`src/rtl/bounded_array_set_macros.svh`:
```
// Assertion macros used by the bounded array set sequencer (bas_ctrl).
`ifndef BOUNDED_ARRAY_SET_MACROS_SVH
`define BOUNDED_ARRAY_SET_MACROS_SVH

// Condition holds at every rising clock edge outside reset.
`define BAS_ASSERT_ALWAYS(label, clk, rst, cond, msg) \
   label: assert property (@(posedge clk) disable iff (rst) (cond)) else $error(msg);

// Consequent holds in the same cycle as the antecedent.
`define BAS_ASSERT_IMP(label, clk, rst, ante, cons, msg) \
   label: assert property (@(posedge clk) disable iff (rst) (ante) |-> (cons)) \
      else $error(msg);

// Consequent holds in the cycle after the antecedent.
`define BAS_ASSERT_NEXT(label, clk, rst, ante, cons, msg) \
   label: assert property (@(posedge clk) disable iff (rst) (ante) |=> (cons)) \
      else $error(msg);

`endif

```
`src/rtl/bas_pkg.sv`:
```
// Shared types and constants of the bounded array set.
package bas_pkg;

   localparam int BAS_MAX_ENTRIES = 64;
   localparam int BAS_VALUE_WIDTH = 32;

   localparam int ITEM_W      = 32;
   localparam int CMD_W       = 2;
   localparam int CAP_W       = 7;
   localparam int COUNT_OUT_W = 7;
   localparam int CSR_ADDR_W  = 3;
   localparam int CSR_DATA_W  = 32;
   localparam int RSP_DATA_W  = 16;

   localparam logic [CAP_W-1:0] CAP_RESET = 7'd64;

   // Register index as decoded from the word part of the address.
   localparam logic REG_CAPACITY = 1'b0;

   localparam logic [CMD_W-1:0] CMD_INSERT   = 2'd0;
   localparam logic [CMD_W-1:0] CMD_ERASE    = 2'd1;
   localparam logic [CMD_W-1:0] CMD_CONTAINS = 2'd2;

   typedef enum logic [1:0] {
      ST_IDLE,
      ST_SEARCH,
      ST_SHIFT,
      ST_COMMIT
   } bas_state_type;

   typedef struct packed {
      logic rd_en;
      logic wr_en;
   } bas_mem_ctl_type;

endpackage

```
`src/rtl/bas_store.sv`:
```
// Entry memory: one write port, one read port with registered read data.
module bas_store
   import bas_pkg::*;
#(
   parameter int DEPTH  = BAS_MAX_ENTRIES,
   parameter int DATA_W = BAS_VALUE_WIDTH,
   parameter int ADDR_W = $clog2(BAS_MAX_ENTRIES)
) (
   input  logic                  clock,
   input  bas_mem_ctl_type       mem_ctl,
   input  logic [ADDR_W-1:0]     wr_addr,
   input  logic [DATA_W-1:0]     wr_data,
   input  logic [ADDR_W-1:0]     rd_addr,
   output logic [DATA_W-1:0]     rd_data
);

   logic [DATA_W-1:0] entry_mem [DEPTH];
   logic [DATA_W-1:0] rd_data_ff;

   always_ff @(posedge clock) begin
      if (mem_ctl.wr_en) begin
         entry_mem[wr_addr] <= wr_data;
      end
   end

   always_ff @(posedge clock) begin
      if (mem_ctl.rd_en) begin
         rd_data_ff <= entry_mem[rd_addr];
      end
   end

   assign rd_data = rd_data_ff;

endmodule

```
`src/rtl/bas_csr.sv`:
```
// Configuration register block with the capacity limit register.
module bas_csr
   import bas_pkg::*;
(
   input  logic                  clock,
   input  logic                  reset,
   input  logic                  csr_psel,
   input  logic                  csr_penable,
   input  logic                  csr_pwrite,
   input  logic [CSR_ADDR_W-1:0] csr_paddr,
   input  logic [CSR_DATA_W-1:0] csr_pwdata,
   output logic [CSR_DATA_W-1:0] csr_prdata,
   output logic                  csr_pready,
   output logic [CAP_W-1:0]      capacity_limit
);

   logic [CAP_W-1:0] capacity_ff;
   logic [CAP_W-1:0] capacity_in;
   logic             wr_hit;

   assign csr_pready = 1'b1;
   assign wr_hit = csr_psel && csr_penable && csr_pwrite && csr_pready
                   && (csr_paddr[2] == REG_CAPACITY);

   always_comb begin
      capacity_in = capacity_ff;
      if (wr_hit) begin
         capacity_in = csr_pwdata[CAP_W-1:0];
      end
   end

   always_ff @(posedge clock) begin
      if (reset) begin
         capacity_ff <= CAP_RESET;
      end else begin
         capacity_ff <= capacity_in;
      end
   end

   always_comb begin
      csr_prdata = '0;
      if (csr_paddr[2] == REG_CAPACITY) begin
         csr_prdata = {{(CSR_DATA_W-CAP_W){1'b0}}, capacity_ff};
      end
   end

   assign capacity_limit = capacity_ff;

endmodule

```
`src/rtl/bas_ctrl.sv`:
```
// Command sequencer: linear search, erase shift, append and result register.
`include "bounded_array_set_macros.svh"

module bas_ctrl
   import bas_pkg::*;
#(
   parameter int MAX_ENTRIES = BAS_MAX_ENTRIES,
   parameter int VALUE_WIDTH = BAS_VALUE_WIDTH,
   parameter int IDX_W       = $clog2(BAS_MAX_ENTRIES)
) (
   input  logic                   clock,
   input  logic                   reset,
   input  logic                   req_tvalid,
   output logic                   req_tready,
   input  logic [CMD_W-1:0]       req_cmd,
   input  logic [ITEM_W-1:0]      req_item_value,
   output logic                   rsp_tvalid,
   input  logic                   rsp_tready,
   output logic                   rsp_was_present,
   output logic                   rsp_rejected_full,
   output logic [COUNT_OUT_W-1:0] rsp_entry_count,
   input  logic [CAP_W-1:0]       capacity_limit,
   output bas_mem_ctl_type        mem_ctl,
   output logic [IDX_W-1:0]       wr_addr,
   output logic [VALUE_WIDTH-1:0] wr_data,
   output logic [IDX_W-1:0]       rd_addr,
   input  logic [VALUE_WIDTH-1:0] rd_data
);

   localparam int CNT_W = $clog2(MAX_ENTRIES + 1);
   localparam int LIM_W = CNT_W + CAP_W;

   bas_state_type state_ff, state_in;

   logic [CNT_W-1:0]       idx_ff, idx_in;
   logic [CNT_W-1:0]       count_ff, count_in;
   logic                   present_ff, present_in;
   logic [CMD_W-1:0]       cmd_ff;
   logic [VALUE_WIDTH-1:0] key_ff;

   logic                   rsp_valid_ff, rsp_valid_in;
   logic                   rsp_present_ff, rsp_present_in;
   logic                   rsp_reject_ff, rsp_reject_in;
   logic [COUNT_OUT_W-1:0] rsp_count_ff, rsp_count_in;

   logic                   accept;
   logic                   stall;
   logic                   hit;
   logic                   last;
   logic [CNT_W-1:0]       idx_next;
   logic [CNT_W-1:0]       rd_addr_full;
   logic [CNT_W-1:0]       wr_addr_full;
   logic [2*ITEM_W-1:0]    item_ext;
   logic [LIM_W-1:0]       cap_ext;
   logic [LIM_W-1:0]       count_ext;
   logic [LIM_W-1:0]       max_ext;
   logic [LIM_W-1:0]       limit_ext;
   logic                   room;
   logic                   do_append;
   logic                   do_remove;
   logic                   is_insert;
   logic [CNT_W+COUNT_OUT_W-1:0] count_out_ext;

   assign accept   = req_tvalid && req_tready;
   assign stall    = rsp_valid_ff && !rsp_tready;
   assign hit      = (rd_data == key_ff);
   assign idx_next = idx_ff + 1'b1;
   assign last     = (idx_next == count_ff);
   assign item_ext = {{ITEM_W{1'b0}}, req_item_value};

   // Effective limit is the smaller of the register and the depth.
   assign cap_ext   = {{CNT_W{1'b0}}, capacity_limit};
   assign count_ext = {{CAP_W{1'b0}}, count_ff};
   assign max_ext   = LIM_W'(MAX_ENTRIES);
   assign limit_ext = (cap_ext < max_ext) ? cap_ext : max_ext;
   assign room      = (count_ext < limit_ext);

   assign is_insert = (cmd_ff == CMD_INSERT);
   assign do_append = is_insert && !present_ff && room;
   assign do_remove = (cmd_ff == CMD_ERASE) && present_ff;

   always_comb begin
      state_in = state_ff;
      unique case (state_ff)
         ST_IDLE: begin
            if (req_tvalid) begin
               state_in = (count_ff == '0) ? ST_COMMIT : ST_SEARCH;
            end
         end
         ST_SEARCH: begin
            if (hit) begin
               state_in = (cmd_ff == CMD_ERASE) ? ST_SHIFT : ST_COMMIT;
            end else if (last) begin
               state_in = ST_COMMIT;
            end
         end
         ST_SHIFT: begin
            if (idx_ff == count_ff) begin
               state_in = ST_COMMIT;
            end
         end
         ST_COMMIT: begin
            if (!stall) begin
               state_in = ST_IDLE;
            end
         end
         default: state_in = ST_IDLE;
      endcase
   end

   always_comb begin
      req_tready     = 1'b0;
      idx_in         = idx_ff;
      count_in       = count_ff;
      present_in     = present_ff;
      rsp_valid_in   = rsp_valid_ff && !rsp_tready;
      rsp_present_in = rsp_present_ff;
      rsp_reject_in  = rsp_reject_ff;
      rsp_count_in   = rsp_count_ff;
      rd_addr_full   = idx_next;
      wr_addr_full   = '0;
      wr_data        = rd_data;
      mem_ctl.wr_en  = 1'b0;
      mem_ctl.rd_en  = 1'b0;
      count_out_ext  = '0;
      unique case (state_ff)
         ST_IDLE: begin
            req_tready   = 1'b1;
            rd_addr_full = '0;
            mem_ctl.rd_en = (count_ff != '0);
            if (req_tvalid) begin
               idx_in     = '0;
               present_in = 1'b0;
            end
         end
         ST_SEARCH: begin
            // Prefetch the next entry while comparing the current one.
            mem_ctl.rd_en = (idx_next < count_ff);
            idx_in        = idx_next;
            if (hit) begin
               present_in = 1'b1;
            end
         end
         ST_SHIFT: begin
            // Move entry idx down to idx-1 and prefetch idx+1.
            mem_ctl.rd_en = (idx_next < count_ff);
            if (idx_ff != count_ff) begin
               mem_ctl.wr_en = 1'b1;
               wr_addr_full  = idx_ff - 1'b1;
               idx_in        = idx_next;
            end
         end
         ST_COMMIT: begin
            wr_data      = key_ff;
            wr_addr_full = count_ff;
            if (!stall) begin
               mem_ctl.wr_en = do_append;
               if (do_append) begin
                  count_in = count_ff + 1'b1;
               end else if (do_remove) begin
                  count_in = count_ff - 1'b1;
               end
               count_out_ext  = {{COUNT_OUT_W{1'b0}}, count_in};
               rsp_valid_in   = 1'b1;
               rsp_present_in = present_ff;
               rsp_reject_in  = is_insert && !present_ff && !room;
               rsp_count_in   = count_out_ext[COUNT_OUT_W-1:0];
            end
         end
         default: begin
            req_tready = 1'b0;
         end
      endcase
   end

   assign rd_addr = rd_addr_full[IDX_W-1:0];
   assign wr_addr = wr_addr_full[IDX_W-1:0];

   always_ff @(posedge clock) begin
      if (reset) begin
         state_ff     <= ST_IDLE;
         count_ff     <= '0;
         rsp_valid_ff <= 1'b0;
      end else begin
         state_ff     <= state_in;
         count_ff     <= count_in;
         rsp_valid_ff <= rsp_valid_in;
      end
   end

   always_ff @(posedge clock) begin
      idx_ff         <= idx_in;
      present_ff     <= present_in;
      rsp_present_ff <= rsp_present_in;
      rsp_reject_ff  <= rsp_reject_in;
      rsp_count_ff   <= rsp_count_in;
      if (accept) begin
         cmd_ff <= req_cmd;
         key_ff <= item_ext[VALUE_WIDTH-1:0];
      end
   end

   assign rsp_tvalid        = rsp_valid_ff;
   assign rsp_was_present   = rsp_present_ff;
   assign rsp_rejected_full = rsp_reject_ff;
   assign rsp_entry_count   = rsp_count_ff;

   `BAS_ASSERT_ALWAYS(a_count_bound, clock, reset, count_ff <= CNT_W'(MAX_ENTRIES), "count above depth")
   `BAS_ASSERT_IMP(a_search_in_range, clock, reset, state_ff == ST_SEARCH, idx_ff < count_ff, "search index beyond count")
   `BAS_ASSERT_IMP(a_shift_on_erase, clock, reset, state_ff == ST_SHIFT, present_ff && (cmd_ff == CMD_ERASE), "shift without erase hit")
   `BAS_ASSERT_NEXT(a_append_counts, clock, reset, (state_ff == ST_COMMIT) && !stall && do_append, count_ff == CNT_W'($past(count_ff) + 1'b1), "append did not advance count")
   `BAS_ASSERT_NEXT(a_accept_leaves_idle, clock, reset, accept, state_ff != ST_IDLE, "accepted transaction left sequencer idle")

endmodule

```
`src/rtl/bounded_array_set.sv`:
```
// Bounded set of distinct values: one command in, one result out per transaction.
// From accept, a linear search reads the used entries in order until a hit or the last one
// (none on an empty set); erase of a present value then shifts the later entries down one
// slot. The next command is taken in the same cycle that the result appears on rsp_tvalid.
// The single-port read of the entry memory, one entry per cycle, sets the rate.
// Reset (synchronous, active high): empty set, capacity limit 64, memory contents kept.
module bounded_array_set
   import bas_pkg::*;
#(
   parameter int MAX_ENTRIES = BAS_MAX_ENTRIES,
   parameter int VALUE_WIDTH = BAS_VALUE_WIDTH
) (
   input  logic                  clock,
   input  logic                  reset,
   input  logic                  req_tvalid,
   output logic                  req_tready,
   input  logic [ITEM_W-1:0]     req_tdata,   // [31:0] item_value
   input  logic [CMD_W-1:0]      req_tuser,   // [1:0] cmd
   output logic                  rsp_tvalid,
   input  logic                  rsp_tready,
   output logic [RSP_DATA_W-1:0] rsp_tdata,   // [0] was_present, [1] rejected_full,
                                              // [8:2] entry_count, [15:9] zero
   input  logic                  csr_psel,
   input  logic                  csr_penable,
   input  logic                  csr_pwrite,
   input  logic [CSR_ADDR_W-1:0] csr_paddr,
   input  logic [CSR_DATA_W-1:0] csr_pwdata,
   output logic [CSR_DATA_W-1:0] csr_prdata,
   output logic                  csr_pready
);

   localparam int IDX_W = $clog2(MAX_ENTRIES);

   logic [CAP_W-1:0]       capacity_limit;
   bas_mem_ctl_type        mem_ctl;
   logic [IDX_W-1:0]       wr_addr;
   logic [VALUE_WIDTH-1:0] wr_data;
   logic [IDX_W-1:0]       rd_addr;
   logic [VALUE_WIDTH-1:0] rd_data;
   logic                   was_present;
   logic                   rejected_full;
   logic [COUNT_OUT_W-1:0] entry_count;

   bas_csr u_csr (
      .clock          (clock),
      .reset          (reset),
      .csr_psel       (csr_psel),
      .csr_penable    (csr_penable),
      .csr_pwrite     (csr_pwrite),
      .csr_paddr      (csr_paddr),
      .csr_pwdata     (csr_pwdata),
      .csr_prdata     (csr_prdata),
      .csr_pready     (csr_pready),
      .capacity_limit (capacity_limit)
   );

   bas_store #(
      .DEPTH  (MAX_ENTRIES),
      .DATA_W (VALUE_WIDTH),
      .ADDR_W (IDX_W)
   ) u_store (
      .clock   (clock),
      .mem_ctl (mem_ctl),
      .wr_addr (wr_addr),
      .wr_data (wr_data),
      .rd_addr (rd_addr),
      .rd_data (rd_data)
   );

   bas_ctrl #(
      .MAX_ENTRIES (MAX_ENTRIES),
      .VALUE_WIDTH (VALUE_WIDTH),
      .IDX_W       (IDX_W)
   ) u_ctrl (
      .clock             (clock),
      .reset             (reset),
      .req_tvalid        (req_tvalid),
      .req_tready        (req_tready),
      .req_cmd           (req_tuser),
      .req_item_value    (req_tdata),
      .rsp_tvalid        (rsp_tvalid),
      .rsp_tready        (rsp_tready),
      .rsp_was_present   (was_present),
      .rsp_rejected_full (rejected_full),
      .rsp_entry_count   (entry_count),
      .capacity_limit    (capacity_limit),
      .mem_ctl           (mem_ctl),
      .wr_addr           (wr_addr),
      .wr_data           (wr_data),
      .rd_addr           (rd_addr),
      .rd_data           (rd_data)
   );

   assign rsp_tdata = {{(RSP_DATA_W-COUNT_OUT_W-2){1'b0}}, entry_count, rejected_full,
                       was_present};

endmodule
```
`config.mk`:
```
export PLATFORM = sky130hd
export DESIGN_NAME = bounded_array_set
export DESIGN_NICKNAME = d
export VERILOG_FILES = /design/src/rtl/bas_pkg.sv /design/src/rtl/bas_store.sv /design/src/rtl/bas_csr.sv /design/src/rtl/bas_ctrl.sv /design/src/rtl/bounded_array_set.sv
export VERILOG_INCLUDE_DIRS = /design/src /design/src/rtl
export SDC_FILE = /design/constraint.sdc
export NUM_CORES = 2
export LEC_CHECK = 0
export BUFFER_PORTS_ARGS = -buffer_cell sky130_fd_sc_hd__buf_2
export CORE_MARGIN = 1
export CORE_UTILIZATION = 50
export CTS_CLUSTER_SIZE = 40
export DETAILED_ROUTE_END_ITERATION = 6
export PLACE_DENSITY = 0.72
export SLEW_MARGIN = 20
export SYNTH_ARGS = -nofsm -noshare
export SYNTH_HDL_FRONTEND = slang
export SYNTH_SLANG_ARGS = --single-unit
```
`constraint.sdc`:
```
create_clock -name clock -period 9 [get_ports clock]
set_input_delay 0.9 -clock clock [delete_from_list [all_inputs] [get_ports clock]]
set_output_delay 0.9 -clock clock [all_outputs]
set_load 0.01 [all_outputs]
```
==> metrics <==
status complete, but fails checks; violated checks design-rule violations; layout cells sized above 1 0.1051; Worst EP arrival roughly 5.9 ns; H-Tree Depth 4; Mapped Avg Cell Area about 14 um^2; row count 151; Post-synth top flop edfxtp_1; first-pass GRT wire length between 300000 and 400000 um; Mapped Cells 6047; compound-gate portion of the synthesized area 0.1084; PortBufs 66; Initial Utilization 0.5048; Clock Tree Root clkbuf_16; largest family of logic cells by synthesized area compound AO/OA/AOI/OAI gates; Fin Setup TNS 0 ns; crit path cell chain inv_1 -> ha_4 -> buf_4 -> inv_6 -> buf_4 -> nand2_4 -> buf_12 -> o21ai_0 -> a31oi_1 -> a211o_1 -> nand3_1 -> o22ai_1; mapped cell area between 80000 and 90000 um^2; Max IR drop VDD about 0.00036 V; post-synth top area share 0.7463; worst slew pin tran 1.248 ns; logic gate share of total power 0.376; Detail Route Antenna Nets 0; number of synthesized flops with an enable pin approximately 2100; post-synthesis adder-cell area fraction 0.003210; Final period util 0.5789; DRC 21; switching share of power 0.3994; DPL Wire Length around 130000 um; fraction of synthesized area in multiplexers 0.01363; DRT iter0 DRCs approximately 8800; total CTS buffers between 200 and 250; post-synth cell types 67; Post-CTS Setup Inserts 0; setup ws final 3.790 ns; final hold slack 0.2177 ns; initial antenna violation count 7; Seq/Total Area, Yosys 0.7503; final hold viol count 0; worst-skew pair later-pin latency about 0.87 ns; Fmax approximately 0.19 GHz; P_int 21.03 mW; vias in the first global route 52720; r2r setup slk between 3 and 4 ns; TritonCTS clock tree yes; CP required slightly below 10 ns; delay-heaviest family, CP buffers and inverters; via count ~55000; clk slew on worst S/H paths 0.06 ns; most frequent cells in the layout 2131 x edfxtp_1, 1178 x nand2_1, 259 x a31oi_1, 210 x nand3_1, 207 x clkbuf_16; grt ovf 0; maximum clock insertion buffer count 3; crit start category register; Post-CTS Resized 0; clock network fraction of total power 0.242; area leader, netlist edfxtp_1; Flop pwr share 0.382; FFs w/ async S/R, synth 0; ranking of synthesized cells by area edfxtp_1 75%, nand2_1 5.2%, a31oi_1 1.9%, o221ai_1 1.6%, nand3_1 1.2%; pwr dens 367.0 nW/um^2; Max-Cap Viols 0; core area between 150000 and 200000 um^2; drt total wl roughly 250000 um; Critical path buffers and inverters 5; Die Wd roughly 420 um; Final nets ~6000; Yosys reg bits 2148; vias per inst between 6 and 7; simple-gate area share of the yosys netlist 0.09326; RD Place Congestion approximately 0.94; Max Slew Vio Count 0; Sink Count roughly 2100; Hold WC Path Type in2reg; commonest non-fill, non-tap cell in the layout edfxtp_1; first-pass detailed-route iteration total 7; placed cells around 8000; chip height 416.1 um; Hold Buf Count CTS 0; CP max stage cell buf_12; Worst setup EP type register; CP peak stage delay between 0.7 and 0.8 ns; Synth warnings 0; Layout Skew between 0.06 and 0.07 ns; XOR/XNOR share of the synthesized area 0.005939; critical path peak fanout approximately 150; Max-slew headroom 0.1552; GR Util All Layers 0.2857; NetSw around 14 mW; DR WL/cell 29.94 um; fin cells ~8400; RSZ-0062 raised after global routing false; dpl ws about 4.0 ns; Layout area overhead 11.31%; WS Path Type reg2reg; largest net degree at the start of global routing 153; I/O pin count 127; crit path time final between 5 and 6 ns; full die area roughly 170000 um^2; CP dominant cell by count buf_4; setup violators final 0; leakage power 30.61 nW; total power draw 35.02 mW
==> registers in the layout, summed over array words and instances (netlist names), 2 cells and up <==
register and count:
u_store.entry_mem 2048, u_ctrl.key_ff 32, u_store.rd_data 32, u_csr.capacity_limit 7, u_ctrl.count_ff 7, u_ctrl.idx_ff 7
u_ctrl.rsp_entry_count 7, u_ctrl.cmd_ff 2, u_ctrl.state_ff 2
==> cells in the mapped netlist, drive strengths merged (36+ instances only) <==
library cell and count:
a211oi 69, buf 203, and3 37, a31oi 259, clkbuf 276, xor2 39
a311oi 63, edfxtp 2131, o22ai 127, mux2 36, a21oi 78, o221ai 161
o21ai 204, nand3 210, a211o 94, mux2i 74, nor3 131, nor2 227
a221oi 64, nor2b 47, nand2 1185
==> final timing paths <==
path | start | end | depth (start not counted)
max reg2reg | u_ctrl.state_ff[0] | u_store.rd_data[6] | 12
min | req_tdata[25] | u_ctrl.key_ff[25] | 1
min reg2reg | u_csr.capacity_limit[0] | u_csr.capacity_limit[0] | 2
max | u_ctrl.state_ff[0] | u_store.rd_data[6] | 12
==> per-layer routing <==
layer	wire (um)	up-vias	part of all wire	track usage
met5	90	-	0.00036	0.002501
met4	14820	6	0.059	0.1610
met3	34120	705	0.14	0.07115
met2	115600	4157	0.46	0.4464
met1	87660	27240	0.35	0.3657
li1	-	23320	-	-
==> final cells by class <==
cell class | instances | area [um^2]
Timing Repair Buffer | 222 | 1627
Fill cell | 12730 | 74410
Multi-Input combinational cell | 3432 | 20000
Inverter | 19 | 86.33
Sequential cell | 2148 | 64330
Tap cell | 2218 | 2775
Clock buffer | 258 | 5371
Clock inverter | 124 | 1237
Antenna cell | 5 | 12.51
==> through the flow <==
step             util  cell area (um^2)
2_1_floorplan       -             85860
6_report       0.5619             95440
5_1_grt        0.5618             95430
3_5_place_dp   0.5228             88800
4_1_cts        0.5618             95410
3_3_place_gp   0.5228             88800
==> power groups by stage <==
stage	sequential [mW]	clock, mW	combinational [mW]
2_1_floorplan	13.5	0	7.66
3_3_place_gp	13.5	0	12.3
3_5_place_dp	13.6	0	12.7
4_1_cts	13.4	8.53	12.7
5_1_grt	13.4	8.90	13.7
6_report	13.4	8.48	13.2
==> cell families after synthesis <==
group           Yosys count
flops                  2148
simple gates           1907
compound gates         1303
buf+inv                 498
mux                     111
xor+xnor                 56
fa+ha+maj                22
other cells               2
Power figures use the tool's default switching activity.
